`config.mk`:
```
export PLATFORM = sky130hd
export DESIGN_NAME = bounded_ordered_list_engine_unit
export DESIGN_NICKNAME = d
export VERILOG_FILES = /design/src/hw/rtl/bole_pkg.sv /design/src/hw/rtl/bole_ctrl.sv /design/src/hw/rtl/bole_dp.sv /design/src/hw/rtl/bounded_ordered_list_engine_unit.sv
export SDC_FILE = /design/constraint.sdc
export NUM_CORES = 2
export LEC_CHECK = 0
export BUFFER_PORTS_ARGS = -buffer_cell sky130_fd_sc_hd__buf_2
export CAP_MARGIN = 20
export CORE_MARGIN = 1
export CORE_UTILIZATION = 34
export DETAILED_ROUTE_END_ITERATION = 8
export HOLD_SLACK_MARGIN = 0.02
export PLACE_DENSITY = 0.51
export SLEW_MARGIN = 25
export SYNTH_ARGS = -nofsm -noshare
export SYNTH_HDL_FRONTEND = slang
export SYNTH_SLANG_ARGS = --single-unit
```
`constraint.sdc`:
```
create_clock -name clk -period 10.6 [get_ports clk]
set_input_delay 1.59 -clock clk [delete_from_list [all_inputs] [get_ports clk]]
set_output_delay 1.59 -clock clk [all_outputs]
set_load 0.01 [all_outputs]
```
`src/hw/rtl/bole_pkg.sv`:
```
// ----------------------------------------------------------------------------
// bole_pkg
// Shared types, widths and codes for the bounded ordered list engine.
// ----------------------------------------------------------------------------
package bole_pkg;

  // List storage depth; the list holds at most DEPTH-1 items
  localparam int DEPTH = 64;
  localparam int CNT_W = $clog2(DEPTH);
  localparam int POS_W = 6;
  localparam int WORD_W = 32;
  // Compare width: wide enough for positions, counts and one carry bit
  localparam int EXT_W = ((POS_W > CNT_W) ? POS_W : CNT_W) + 1;

  typedef logic [CNT_W-1:0] cnt_t;
  typedef logic [EXT_W-1:0] ext_t;
  typedef logic [POS_W-1:0] pos_t;
  typedef logic signed [WORD_W-1:0] word_t;

  // Command codes
  typedef enum logic [3:0] {
    CMD_CLEAR     = 4'd0,
    CMD_INS_FRONT = 4'd1,
    CMD_INS_BACK  = 4'd2,
    CMD_INS_AT    = 4'd3,
    CMD_RM_FRONT  = 4'd4,
    CMD_RM_BACK   = 4'd5,
    CMD_RM_AT     = 4'd6,
    CMD_GET       = 4'd7,
    CMD_SEEK      = 4'd8,
    CMD_SWAP      = 4'd9
  } cmd_t;

  // Memory address source
  typedef enum logic [2:0] {
    ADDR_IDX    = 3'd0,
    ADDR_IDX_M1 = 3'd1,
    ADDR_IDX_P1 = 3'd2,
    ADDR_AT     = 3'd3,
    ADDR_PA     = 3'd4,
    ADDR_PB     = 3'd5
  } addr_sel_t;

  // Memory write data source
  typedef enum logic [1:0] {
    WD_RD  = 2'd0,
    WD_VAL = 2'd1,
    WD_TMP = 2'd2
  } wdata_sel_t;

  // Walk index update
  typedef enum logic [2:0] {
    IDX_HOLD = 3'd0,
    IDX_CNT  = 3'd1,
    IDX_AT   = 3'd2,
    IDX_ZERO = 3'd3,
    IDX_INC  = 3'd4,
    IDX_DEC  = 3'd5
  } idx_op_t;

  // Item count update
  typedef enum logic [1:0] {
    CNT_HOLD = 2'd0,
    CNT_CLR  = 2'd1,
    CNT_INC  = 2'd2,
    CNT_DEC  = 2'd3
  } cnt_op_t;

  // Controller to datapath commands
  typedef struct packed {
    logic       latch;
    logic       mem_rd;
    logic       mem_wr;
    addr_sel_t  addr_sel;
    wdata_sel_t wdata_sel;
    idx_op_t    idx_op;
    cnt_op_t    cnt_op;
    logic       set_ok;
    logic       set_rd_hit;
    logic       set_rd_miss;
    logic       set_found;
    logic       tmp_ld;
    logic       out_ld;
  } bole_ctl_t;

  // Datapath to controller status
  typedef struct packed {
    logic [3:0] cmd;
    logic       full;
    logic       empty;
    logic       pa_ok;
    logic       pb_ok;
    logic       ins_first;
    logic       ins_more;
    logic       rm_first;
    logic       rm_more;
    logic       sk_more;
    logic       match;
    logic       out_free;
  } bole_sts_t;

endpackage

```
`src/hw/rtl/bole_ctrl.sv`:
```
// ----------------------------------------------------------------------------
// bole_ctrl
// Command sequencer: steps each command through its memory accesses.
// ----------------------------------------------------------------------------
module bole_ctrl (
  input  logic                clk,
  input  logic                rst_n,
  input  logic                in_valid,
  output logic                in_stall,
  input  bole_pkg::bole_sts_t sts,
  output bole_pkg::bole_ctl_t ctl
);

  typedef enum logic [16:0] {
    ST_IDLE     = 17'h00001,
    ST_SETUP    = 17'h00002,
    ST_INS_RD   = 17'h00004,
    ST_INS_WR   = 17'h00008,
    ST_INS_PUT  = 17'h00010,
    ST_RM_RD    = 17'h00020,
    ST_RM_WR    = 17'h00040,
    ST_RM_END   = 17'h00080,
    ST_GET_RD   = 17'h00100,
    ST_GET_DATA = 17'h00200,
    ST_SK_RD    = 17'h00400,
    ST_SK_CMP   = 17'h00800,
    ST_SW_RDA   = 17'h01000,
    ST_SW_RDB   = 17'h02000,
    ST_SW_WRA   = 17'h04000,
    ST_SW_WRB   = 17'h08000,
    ST_DONE     = 17'h10000
  } state_t;

  state_t state_r, state_nxt;

  // State register
  always_ff @(posedge clk) begin
    if (!rst_n) begin
      state_r <= ST_IDLE;
    end else begin
      state_r <= state_nxt;
    end
  end

  assign in_stall = (state_r != ST_IDLE);

  // Next state and datapath commands
  always_comb begin
    state_nxt     = state_r;
    ctl           = '0;
    ctl.addr_sel  = bole_pkg::ADDR_IDX;
    ctl.wdata_sel = bole_pkg::WD_RD;
    ctl.idx_op    = bole_pkg::IDX_HOLD;
    ctl.cnt_op    = bole_pkg::CNT_HOLD;
    case (state_r)
      ST_IDLE: begin
        if (in_valid) begin
          ctl.latch = 1'b1;
          state_nxt = ST_SETUP;
        end
      end
      ST_SETUP: begin
        state_nxt = ST_DONE;
        case (sts.cmd)
          bole_pkg::CMD_CLEAR: begin
            ctl.cnt_op = bole_pkg::CNT_CLR;
            ctl.set_ok = 1'b1;
          end
          bole_pkg::CMD_INS_FRONT, bole_pkg::CMD_INS_BACK, bole_pkg::CMD_INS_AT: begin
            if (!sts.full && (sts.cmd != bole_pkg::CMD_INS_AT || sts.pa_ok)) begin
              ctl.idx_op = bole_pkg::IDX_CNT;
              state_nxt  = sts.ins_first ? ST_INS_RD : ST_INS_PUT;
            end
          end
          bole_pkg::CMD_RM_FRONT, bole_pkg::CMD_RM_BACK, bole_pkg::CMD_RM_AT: begin
            if ((sts.cmd == bole_pkg::CMD_RM_AT) ? sts.pa_ok : !sts.empty) begin
              ctl.idx_op = bole_pkg::IDX_AT;
              state_nxt  = sts.rm_first ? ST_RM_RD : ST_RM_END;
            end
          end
          bole_pkg::CMD_GET: begin
            if (sts.pa_ok) begin
              state_nxt = ST_GET_RD;
            end else begin
              ctl.set_rd_miss = 1'b1;
            end
          end
          bole_pkg::CMD_SEEK: begin
            ctl.idx_op = bole_pkg::IDX_ZERO;
            if (!sts.empty) begin
              state_nxt = ST_SK_RD;
            end
          end
          bole_pkg::CMD_SWAP: begin
            if (sts.pa_ok && sts.pb_ok) begin
              state_nxt = ST_SW_RDA;
            end
          end
          default: begin
            state_nxt = ST_DONE;
          end
        endcase
      end
      // Insert: move items up from the tail, then drop the new value in
      ST_INS_RD: begin
        ctl.mem_rd   = 1'b1;
        ctl.addr_sel = bole_pkg::ADDR_IDX_M1;
        state_nxt    = ST_INS_WR;
      end
      ST_INS_WR: begin
        ctl.mem_wr    = 1'b1;
        ctl.addr_sel  = bole_pkg::ADDR_IDX;
        ctl.wdata_sel = bole_pkg::WD_RD;
        ctl.idx_op    = bole_pkg::IDX_DEC;
        state_nxt     = sts.ins_more ? ST_INS_RD : ST_INS_PUT;
      end
      ST_INS_PUT: begin
        ctl.mem_wr    = 1'b1;
        ctl.addr_sel  = bole_pkg::ADDR_AT;
        ctl.wdata_sel = bole_pkg::WD_VAL;
        ctl.cnt_op    = bole_pkg::CNT_INC;
        ctl.set_ok    = 1'b1;
        state_nxt     = ST_DONE;
      end
      // Remove: move items down toward the removed slot
      ST_RM_RD: begin
        ctl.mem_rd   = 1'b1;
        ctl.addr_sel = bole_pkg::ADDR_IDX_P1;
        state_nxt    = ST_RM_WR;
      end
      ST_RM_WR: begin
        ctl.mem_wr    = 1'b1;
        ctl.addr_sel  = bole_pkg::ADDR_IDX;
        ctl.wdata_sel = bole_pkg::WD_RD;
        ctl.idx_op    = bole_pkg::IDX_INC;
        state_nxt     = sts.rm_more ? ST_RM_RD : ST_RM_END;
      end
      ST_RM_END: begin
        ctl.cnt_op = bole_pkg::CNT_DEC;
        ctl.set_ok = 1'b1;
        state_nxt  = ST_DONE;
      end
      // Get
      ST_GET_RD: begin
        ctl.mem_rd   = 1'b1;
        ctl.addr_sel = bole_pkg::ADDR_PA;
        state_nxt    = ST_GET_DATA;
      end
      ST_GET_DATA: begin
        ctl.set_rd_hit = 1'b1;
        ctl.set_ok     = 1'b1;
        state_nxt      = ST_DONE;
      end
      // Seek: linear scan over the live items
      ST_SK_RD: begin
        ctl.mem_rd   = 1'b1;
        ctl.addr_sel = bole_pkg::ADDR_IDX;
        state_nxt    = ST_SK_CMP;
      end
      ST_SK_CMP: begin
        if (sts.match) begin
          ctl.set_found = 1'b1;
          ctl.set_ok    = 1'b1;
          state_nxt     = ST_DONE;
        end else begin
          ctl.idx_op = bole_pkg::IDX_INC;
          state_nxt  = sts.sk_more ? ST_SK_RD : ST_DONE;
        end
      end
      // Swap: read both, write both
      ST_SW_RDA: begin
        ctl.mem_rd   = 1'b1;
        ctl.addr_sel = bole_pkg::ADDR_PA;
        state_nxt    = ST_SW_RDB;
      end
      ST_SW_RDB: begin
        ctl.mem_rd   = 1'b1;
        ctl.addr_sel = bole_pkg::ADDR_PB;
        ctl.tmp_ld   = 1'b1;
        state_nxt    = ST_SW_WRA;
      end
      ST_SW_WRA: begin
        ctl.mem_wr    = 1'b1;
        ctl.addr_sel  = bole_pkg::ADDR_PA;
        ctl.wdata_sel = bole_pkg::WD_RD;
        state_nxt     = ST_SW_WRB;
      end
      ST_SW_WRB: begin
        ctl.mem_wr    = 1'b1;
        ctl.addr_sel  = bole_pkg::ADDR_PB;
        ctl.wdata_sel = bole_pkg::WD_TMP;
        ctl.set_ok    = 1'b1;
        state_nxt     = ST_DONE;
      end
      // Hand the result to the output register once it is free
      ST_DONE: begin
        if (sts.out_free) begin
          ctl.out_ld = 1'b1;
          state_nxt  = ST_IDLE;
        end
      end
      default: begin
        state_nxt = ST_IDLE;
      end
    endcase
  end

endmodule

```
`src/hw/rtl/bole_dp.sv`:
```
// ----------------------------------------------------------------------------
// bole_dp
// Datapath: item memory, count, walk index, result and output registers.
// ----------------------------------------------------------------------------
module bole_dp (
  input  logic                clk,
  input  logic                rst_n,
  input  bole_pkg::bole_ctl_t ctl,
  output bole_pkg::bole_sts_t sts,
  input  logic [3:0]          in_cmd,
  input  logic [5:0]          in_position_a,
  input  logic [5:0]          in_position_b,
  input  logic signed [31:0]  in_item_value,
  input  logic                cfg_valid,
  input  logic signed [31:0]  cfg_data,
  output logic                out_valid,
  input  logic                out_stall,
  output logic                out_ok,
  output logic signed [31:0]  out_read_value,
  output logic [5:0]          out_found_position,
  output logic [5:0]          out_list_size,
  output logic                out_is_empty
);

  // Item memory, single port
  bole_pkg::word_t mem_r [bole_pkg::DEPTH];
  bole_pkg::word_t rd_r;

  // Latched command beat
  logic [3:0]      cmd_r;
  bole_pkg::pos_t  pa_r;
  bole_pkg::pos_t  pb_r;
  bole_pkg::word_t val_r;

  bole_pkg::cnt_t  cnt_r, cnt_nxt;
  bole_pkg::cnt_t  idx_r, idx_nxt;
  bole_pkg::word_t tmp_r;
  bole_pkg::word_t miss_r;

  // Result being built
  logic            res_ok_r;
  bole_pkg::word_t res_rd_r;
  bole_pkg::pos_t  res_found_r;

  // Output register
  logic            out_valid_r;
  logic            out_ok_r;
  bole_pkg::word_t out_rd_r;
  bole_pkg::pos_t  out_found_r;
  bole_pkg::pos_t  out_size_r;
  logic            out_empty_r;

  bole_pkg::ext_t  cnt_x, idx_x, pa_x, pb_x, at_x;
  bole_pkg::cnt_t  pa_idx, pb_idx, at_c, addr;
  bole_pkg::word_t wdata;

  // Widened operands for compares
  assign cnt_x  = bole_pkg::ext_t'(cnt_r);
  assign idx_x  = bole_pkg::ext_t'(idx_r);
  assign pa_x   = bole_pkg::ext_t'(pa_r);
  assign pb_x   = bole_pkg::ext_t'(pb_r);
  assign pa_idx = bole_pkg::cnt_t'(pa_x - bole_pkg::ext_t'(1));
  assign pb_idx = bole_pkg::cnt_t'(pb_x - bole_pkg::ext_t'(1));

  // Zero-based slot the command works on
  always_comb begin
    case (cmd_r)
      bole_pkg::CMD_INS_BACK: at_c = cnt_r;
      bole_pkg::CMD_RM_BACK:  at_c = cnt_r - bole_pkg::cnt_t'(1);
      bole_pkg::CMD_INS_AT, bole_pkg::CMD_RM_AT: at_c = pa_idx;
      default:                at_c = '0;
    endcase
  end
  assign at_x = bole_pkg::ext_t'(at_c);

  // Status to the controller
  assign sts.cmd       = cmd_r;
  assign sts.full      = (cnt_x == bole_pkg::ext_t'(bole_pkg::DEPTH - 1));
  assign sts.empty     = (cnt_r == '0);
  assign sts.pa_ok     = (pa_r != '0) && (pa_x <= cnt_x);
  assign sts.pb_ok     = (pb_r != '0) && (pb_x <= cnt_x);
  assign sts.ins_first = (cnt_x > at_x);
  assign sts.ins_more  = (idx_x > at_x + bole_pkg::ext_t'(1));
  assign sts.rm_first  = (at_x + bole_pkg::ext_t'(1) < cnt_x);
  assign sts.rm_more   = (idx_x + bole_pkg::ext_t'(2) < cnt_x);
  assign sts.sk_more   = (idx_x + bole_pkg::ext_t'(1) < cnt_x);
  assign sts.match     = (rd_r == val_r);
  assign sts.out_free  = !out_valid_r || !out_stall;

  // Address and write data select
  always_comb begin
    case (ctl.addr_sel)
      bole_pkg::ADDR_IDX:    addr = idx_r;
      bole_pkg::ADDR_IDX_M1: addr = idx_r - bole_pkg::cnt_t'(1);
      bole_pkg::ADDR_IDX_P1: addr = idx_r + bole_pkg::cnt_t'(1);
      bole_pkg::ADDR_AT:     addr = at_c;
      bole_pkg::ADDR_PA:     addr = pa_idx;
      bole_pkg::ADDR_PB:     addr = pb_idx;
      default:               addr = idx_r;
    endcase
    case (ctl.wdata_sel)
      bole_pkg::WD_RD:  wdata = rd_r;
      bole_pkg::WD_VAL: wdata = val_r;
      bole_pkg::WD_TMP: wdata = tmp_r;
      default:          wdata = rd_r;
    endcase
  end

  // Memory port, registered read
  always_ff @(posedge clk) begin
    if (ctl.mem_wr) begin
      mem_r[addr] <= wdata;
    end
    if (ctl.mem_rd) begin
      rd_r <= mem_r[addr];
    end
  end

  // Index and count next values
  always_comb begin
    case (ctl.idx_op)
      bole_pkg::IDX_CNT:  idx_nxt = cnt_r;
      bole_pkg::IDX_AT:   idx_nxt = at_c;
      bole_pkg::IDX_ZERO: idx_nxt = '0;
      bole_pkg::IDX_INC:  idx_nxt = idx_r + bole_pkg::cnt_t'(1);
      bole_pkg::IDX_DEC:  idx_nxt = idx_r - bole_pkg::cnt_t'(1);
      default:            idx_nxt = idx_r;
    endcase
    case (ctl.cnt_op)
      bole_pkg::CNT_CLR: cnt_nxt = '0;
      bole_pkg::CNT_INC: cnt_nxt = cnt_r + bole_pkg::cnt_t'(1);
      bole_pkg::CNT_DEC: cnt_nxt = cnt_r - bole_pkg::cnt_t'(1);
      default:           cnt_nxt = cnt_r;
    endcase
  end

  // Control state: count, miss value, output valid
  always_ff @(posedge clk) begin
    if (!rst_n) begin
      cnt_r       <= '0;
      miss_r      <= '0;
      out_valid_r <= 1'b0;
    end else begin
      cnt_r <= cnt_nxt;
      if (cfg_valid) begin
        miss_r <= cfg_data;
      end
      if (ctl.out_ld) begin
        out_valid_r <= 1'b1;
      end else if (!out_stall) begin
        out_valid_r <= 1'b0;
      end
    end
  end

  // Payload registers
  always_ff @(posedge clk) begin
    idx_r <= idx_nxt;
    if (ctl.latch) begin
      cmd_r       <= in_cmd;
      pa_r        <= in_position_a;
      pb_r        <= in_position_b;
      val_r       <= in_item_value;
      res_ok_r    <= 1'b0;
      res_rd_r    <= '0;
      res_found_r <= '0;
    end else begin
      if (ctl.set_ok) begin
        res_ok_r <= 1'b1;
      end
      if (ctl.set_rd_hit) begin
        res_rd_r <= rd_r;
      end else if (ctl.set_rd_miss) begin
        res_rd_r <= miss_r;
      end
      if (ctl.set_found) begin
        res_found_r <= bole_pkg::pos_t'(idx_x + bole_pkg::ext_t'(1));
      end
    end
    if (ctl.tmp_ld) begin
      tmp_r <= rd_r;
    end
    if (ctl.out_ld) begin
      out_ok_r    <= res_ok_r;
      out_rd_r    <= res_rd_r;
      out_found_r <= res_found_r;
      out_size_r  <= bole_pkg::pos_t'(cnt_r);
      out_empty_r <= (cnt_r == '0);
    end
  end

  assign out_valid          = out_valid_r;
  assign out_ok             = out_ok_r;
  assign out_read_value     = out_rd_r;
  assign out_found_position = out_found_r;
  assign out_list_size      = out_size_r;
  assign out_is_empty       = out_empty_r;

endmodule

```
`src/hw/rtl/bounded_ordered_list_engine_unit.sv`:
```
// ----------------------------------------------------------------------------
// bounded_ordered_list_engine_unit
// Ordered list of signed words with insert, remove, get, seek and swap.
// ----------------------------------------------------------------------------
// Commands are taken one at a time; in_stall stays high until the result is loaded
//   into the output register. Each shifted item costs a read and a write of the
//   single-port item memory, and each scanned item a read and a compare.
// Reset (synchronous, rst_n low): controller idle, count and miss value zero,
//   output empty; item memory contents are not initialized.
module bounded_ordered_list_engine_unit (
  input  logic               clk,
  input  logic               rst_n,
  input  logic               in_valid,
  output logic               in_stall,
  input  logic [3:0]         in_cmd,
  input  logic [5:0]         in_position_a,
  input  logic [5:0]         in_position_b,
  input  logic signed [31:0] in_item_value,
  output logic               out_valid,
  input  logic               out_stall,
  output logic               out_ok,
  output logic signed [31:0] out_read_value,
  output logic [5:0]         out_found_position,
  output logic [5:0]         out_list_size,
  output logic               out_is_empty,
  input  logic               cfg_valid,
  output logic               cfg_ready,
  input  logic signed [31:0] cfg_data
);

  bole_pkg::bole_ctl_t ctl;
  bole_pkg::bole_sts_t sts;

  // Register write is always taken
  assign cfg_ready = 1'b1;

  bole_ctrl u_ctrl (
    .clk      (clk),
    .rst_n    (rst_n),
    .in_valid (in_valid),
    .in_stall (in_stall),
    .sts      (sts),
    .ctl      (ctl)
  );

  bole_dp u_dp (
    .clk                (clk),
    .rst_n              (rst_n),
    .ctl                (ctl),
    .sts                (sts),
    .in_cmd             (in_cmd),
    .in_position_a      (in_position_a),
    .in_position_b      (in_position_b),
    .in_item_value      (in_item_value),
    .cfg_valid          (cfg_valid),
    .cfg_data           (cfg_data),
    .out_valid          (out_valid),
    .out_stall          (out_stall),
    .out_ok             (out_ok),
    .out_read_value     (out_read_value),
    .out_found_position (out_found_position),
    .out_list_size      (out_list_size),
    .out_is_empty       (out_is_empty)
  );

endmodule
```
* Word level (Yosys, flattened, before mapping)
Memories as Yosys holds them, arrays and structs flattened. A register that Yosys moved wholly into a read port is not among the register bits. Cells that the tools add are included. Widths: inputs -> output; s select.
Operators by class: $add $sub $neg 9, magnitude comparators 7, equal/unequal tests 48, muxes and demuxes 50, reductions and logical operators 26
Operator list (number):
- $pmux 17 s14 | 1
- $mux 17 | 9
- $pmux 17 s5 | 1
- $mux 32 | 2
- $pmux 32 s2 | 1
- $pmux 6 s5 | 2
- $pmux 6 s3 | 2
- $eq 32x32->1 | 1
- $sub 6x1->6 const B | 4
- $lt 7x6->1 | 3
- $mux 1 | 19
- $eq 17x1->1 const B | 1
- $eq 17x10->1 const B | 1
- $eq 17x11->1 const B | 1
- $eq 17x12->1 const B | 1
- $eq 17x13->1 const B | 1
- $eq 17x14->1 const B | 1
- $eq 17x15->1 const B | 1
- $eq 17x16->1 const B | 1
- $eq 17x17->1 const B | 1
- $eq 17x2->1 const B | 1
- $eq 17x3->1 const B | 1
- $eq 17x4->1 const B | 1
- $eq 17x5->1 const B | 1
- other kinds (49) | 82
Word-level totals: register bits after elaboration 227, bits in writable memories 2048, output and inout bits 49, logic and storage cells 159, memories 1
Memory list:
- u_dp.mem_r | words 64, bits a word 32, read ports 1, clocked after Yosys merged registers in 1, write ports 1, RTL line bole_dp.sv:26 | bole_pkg::word_t mem_r [bole_pkg::DEPTH];

* Depth between registers and ports, before layout
depth in word-level cells 9, depth in mapped cells 17, gate-level depth less buffers 16

* Modules after synthesis
A second synthesis with hierarchy kept.
Second synthesis, totals: cell total of the unflattened synthesis 5815, area, all modules 91292.6 sq um
By module, submodules not included:
- bole_dp | instances 1, cells each 5649, area each 90025.1 sq um, sequential area each 67985.2 sq um
- bole_ctrl | instances 1, cells each 164, area each 1256.2 sq um, sequential area each 340.3 sq um
- bounded_ordered_list_engine_unit | instances 1, cells each 2, area each 11.3 sq um, sequential area each 0.0 sq um

* Least setup slack after synthesis
Ideal clock, no wire load.
path kind register to register, start point register u_ctrl.state_r[8], end point memory u_dp.mem_r[0][23] (netlist bit), data pin, data arrival time 4663 ps, setup slack 5235 ps, cell stages (with the launch flop) 10, buffers on the path 4, cell sequence dfxtp_1 > buf_6 > nor4_4 > nand3_1 > or4_1 > buf_2 > ha_1 > clkbuf_1 > clkbuf_1 > o21ai_0
On the way: word-level cells in the longest chain between the ends 4, elaborated cells between the ends (all ways) 6
RTL lines:
- start, declared | RTL line bole_ctrl.sv:34 | state_t state_r, state_nxt;
- start signal, assigned | RTL line bole_ctrl.sv:41 | state_r <= state_nxt;
- $eq 17x16->1 / $eq 17x5->1 (equally long branches) | RTL line bole_ctrl.sv:55 | case (state_r)
- $pmux 2 s2 (*) | RTL line bole_ctrl.sv:55
- $eq 2x2->1 / $eq 2x1->1 (equally long branches) | RTL line bole_dp.sv:101 | case (ctl.wdata_sel)
- $pmux 32 s2 (*) | RTL line bole_dp.sv:101
- named net u_dp.wdata[23] | RTL line bole_dp.sv:55 | bole_pkg::word_t wdata;
- end, declared | RTL line bole_dp.sv:26
The timed path passes the listed nets; every way through them passes the cells marked *.

* Worst setup path after layout
start point register u_ctrl.state_r[6], end point register u_dp.rd_r[16], read port of u_dp.mem_r, data pin
On the way: word-level cells in the longest chain between the ends 5, elaborated cells between the ends (all ways) 20
RTL lines:
- $eq 17x9->1, or another cell as far along | RTL line bole_ctrl.sv:55
- $reduce_or 3->1 (no source line) / $reduce_or 2->1 (equally long branches)
- $pmux 3 s5 | RTL line bole_ctrl.sv:55
- $eq 3x3->1, or another cell as far along | RTL line bole_dp.sv:92 | case (ctl.addr_sel)
- $pmux 6 s5 | RTL line bole_dp.sv:92
- end, declared | RTL line bole_dp.sv:27 | bole_pkg::word_t rd_r;
Several ways; a longest one is shown, not always the timed one. A chain may end at the register's enable or synchronous reset.

==> results.md <==
- Detailed Route WL: between 200 and 300 mm
- Worst setup EP type: register
- Distinct cell type count after synthesis: 76
- Post-synth top flop: edfxtp_1
- Kind of cell adding the most delay to the critical path: simple AND/OR/NAND/NOR gates
- Layout cells sized above 1: 26.22%
- Post-DRT Antenna Nets: 0
- Power after layout: around 18 mW
- Final nets: approximately 4800
- Vias in the first global route: 46580
- Hold Buf Count CTS: 0
- # port buffers: 132
- Antenna violations before repair: 15
- CTS Buf Count: 230
- Starting DRC count in detailed routing: between 6000 and 7000
- Die ar.: 0.2666 mm^2
- Status: finished clean
- Worst Skew: between 90 and 100 ps
- Row cnt: 188
- Post-synth top cells: 2212 x edfxtp_1, 510 x mux4_2, 207 x nor2_1
- CP arrival: roughly 7300 ps
- Vias/cell: about 5.7
- Yosys top cell area share: roughly 74%
- CP peak stage delay: approximately 820 ps
- Max transition margin: around a quarter
- RSZ-0062 raised after global routing: false
- Cell taking the most area after synthesis: edfxtp_1
- DR WL/cell: 34.07 um
- Worst setup margin: roughly 3800 ps
- CTS sink cnt: 2307
- Final setup fails: 0
- Asr flop ratio synth: 0%
- Required time of the worst setup path: between 10000 and 15000 ps
- YS warnings: 0
- Die width: 516.3 um
- Postcts setup bufs: 0
- Core area: ~0.26 mm^2
- Pwr Density: 177.3 mW/mm^2
- Area Overhead vs Synth: 15.20%
- Setup Crit Path Kind: register to register
- Most used cell, CP: nand4_1
- Longest Clk Path Bufs: 3
- DP Wirelength: between 150 and 200 mm
- Max-slew violations: 0
- Hold Path Class: register to register
- Final Cell Area: 0.1036 mm^2
- H-tree levels: 4
- FMAX: around 150 MHz
- Final core occ: between 30% and 40%
- Synth Area per Inst: between 20 and 25 um^2
- Fill cell count: 23460
- Worst Tran Pin Value: between 1000 and 1500 ps
- Largest net degree at the start of global routing: around 110
- Total GRT Usage: a little over a fifth
- Total gr overflow: 0
- Root Buffer Master: clkbuf_16
- CTS tree: built
- Remaining DRCs: 0
- Post-synth EDFFs: ~2200
- Most frequent cell after synthesis: edfxtp_1
- Max VDD drop: 0.1586 mV
- Initial Util: roughly 34%
- Max-cap violation count: 0
- First-pass GRT wire length: approximately 390 mm
- Die Y: just over 500 um
- Pre-CTS setup slack: between 3000 and 4000 ps
- Area contributors post-synth: edfxtp_1 74%, mux4_2 13%, dfxtp_1 2.1%
- Area of the mapped netlist: 0.08994 mm^2
- Final Cycle Share: between 60% and 70%
- Vias: roughly 48000
- Startpoint types: register
- Pre-antenna DRT Iters: 5
- #FFs+latches synth: roughly 2300
- Clock Pin Slew Worst Setup and Hold Paths: 60 ps
- Fin crit period: 6800 ps
- # resized after CTS: 0
- Cells after synthesis: between 4000 and 5000
- Synthesized Nets: about 4500
- Final Hold Viols: 0
- CP Cell Sequence: nor4_4 > nand4_1 > nand4bb_1 > inv_2 > nor3_1 > a221oi_4 > buf_12 > buf_12 > mux4_2 > nand4_1 > nand4_1 > nor3_1 > nand4_1
- P_leak: ~32 nW
- Worst-Skew Late Latency: a little over 900 ps
- Placed cell area: ~0.096 mm^2
- Final TNS setup: 0 ps
- Placer Congestion: 0.8429
- Critical-path top delay cell: nand4bb_1
- I/O pins: approximately 130
- Bufs and invs on worst path: 3
- Crit-path max FO: roughly 110
- Seq/Total Area, Yosys: about 76%
==> final timing paths <==
kind	depth (start not counted)	to	from	slack (ps)
max	13	u_dp.rd_r[16]$_DFFE_PP_	u_ctrl.state_r[6]$_SDFFE_PN0P_	3800
min	0	u_dp.out_read_value[4]$_DFFE_PP_	u_dp.res_rd_r[4]$_SDFFE_PP0P_	410
max reg2reg	13	u_dp.rd_r[16]$_DFFE_PP_	u_ctrl.state_r[6]$_SDFFE_PN0P_	3800
min reg2reg	0	u_dp.out_read_value[4]$_DFFE_PP_	u_dp.res_rd_r[4]$_SDFFE_PP0P_	410
==> registers in the layout, indices dropped and copies added, names as in the netlist <==
name	flops
u_dp.mem_r	2048
u_dp.miss_r	32
u_dp.out_read_value	32
u_dp.rd_r	32
u_dp.res_rd_r	32
u_dp.tmp_r	32
u_dp.val_r	32
u_ctrl.state_r	17
u_dp.cnt_r	6
u_dp.idx_r	6
u_dp.out_found_position	6
u_dp.out_list_size	6
u_dp.pa_r	6
u_dp.pb_r	6
u_dp.res_found_r	6
u_dp.cmd_r	4
u_dp.out_is_empty	1
u_dp.out_ok	1
u_dp.out_valid	1
u_dp.res_ok_r	1
==> cell families after synthesis <==
logic type	count (synthesis)	share of synthesized area [%]
AO/OA/AOI/OAI	427	3.566
XOR/XNOR	60	0.5843
adder cells (fa/ha/maj)	55	0.7652
buffers and inverters	287	1.618
flip-flops	2307	75.97
multiplexers	586	13.62
other	1	0.004170
AND/OR/NAND/NOR	675	3.873
==> per-layer routing <==
| metal | routed length (um) | track usage, % | vias up | part of all wire (%) |
|---|---|---|---|---|
| li1 | - | - | 18980 | - |
| met1 | 120800 | 30.17 | 25910 | 42 |
| met2 | 133500 | 33.47 | 2310 | 47 |
| met3 | 23940 | 3.986 | 342 | 8.4 |
| met4 | 7419 | 5.463 | 4 | 2.6 |
| met5 | 23 | 0 | - | 0.0081 |
==> report_power, final <==
group / switching [mW] / total, mW / internal, mW
combinational: 0.164 / 0.264 / 0.100
clock: 3.62 / 8.21 / 4.59
sequential: 0.0287 / 9.90 / 9.87
==> metrics by stage <==
step / instances / hold WS [ps]
2_1_floorplan: 4398 / 407.6
3_3_place_gp: 7950 / 415.3
3_5_place_dp: 7953 / 415.5
4_1_cts: 8380 / 409.3
5_1_grt: 8382 / 430.6
6_report: 8385 / 409.4
==> placed cells by master, fill, tap and decap left out, types with 12 or more instances in the layout <==
cell	netlist	layout
inv_1	29	29
xnor2_1	16	16
nor2_1	207	140
nand4_1	136	136
clkinv_2	0	43
clkinv_16	0	12
clkbuf_16	0	230
nor2b_1	13	12
nor2_4	0	66
ha_1	55	54
buf_4	43	154
bufinv_16	0	23
a22o_1	100	100
xor2_1	44	44
and3_1	16	14
nor3_1	49	44
o21ai_4	0	32
nand2_1	84	83
clkbuf_1	91	46
dfxtp_1	95	95
a22oi_1	135	135
edfxtp_1	2212	2212
nor4_1	14	14
a211oi_1	41	41
buf_2	92	131
a21oi_1	25	24
mux4_2	510	510
mux2i_1	76	76
nand3_1	76	74
clkinv_1	0	52
o21ai_0	57	25
==> final cells by class <==
type                       instances  area (um^2)  share of cell area, %
inverter                          32        122.6                 0.1183
clock buffer                     278         5956                  5.748
multi-input combinational       1804        21130                  20.39
sequential                      2307        68330                  65.95
clock inverter                   149         1645                  1.588
antenna                            4        10.01               0.009661
timing repair buffer             296         2023                  1.953
tap                             3515         4398                  4.245
No activity file was read; power rests on OpenSTA's default activity.
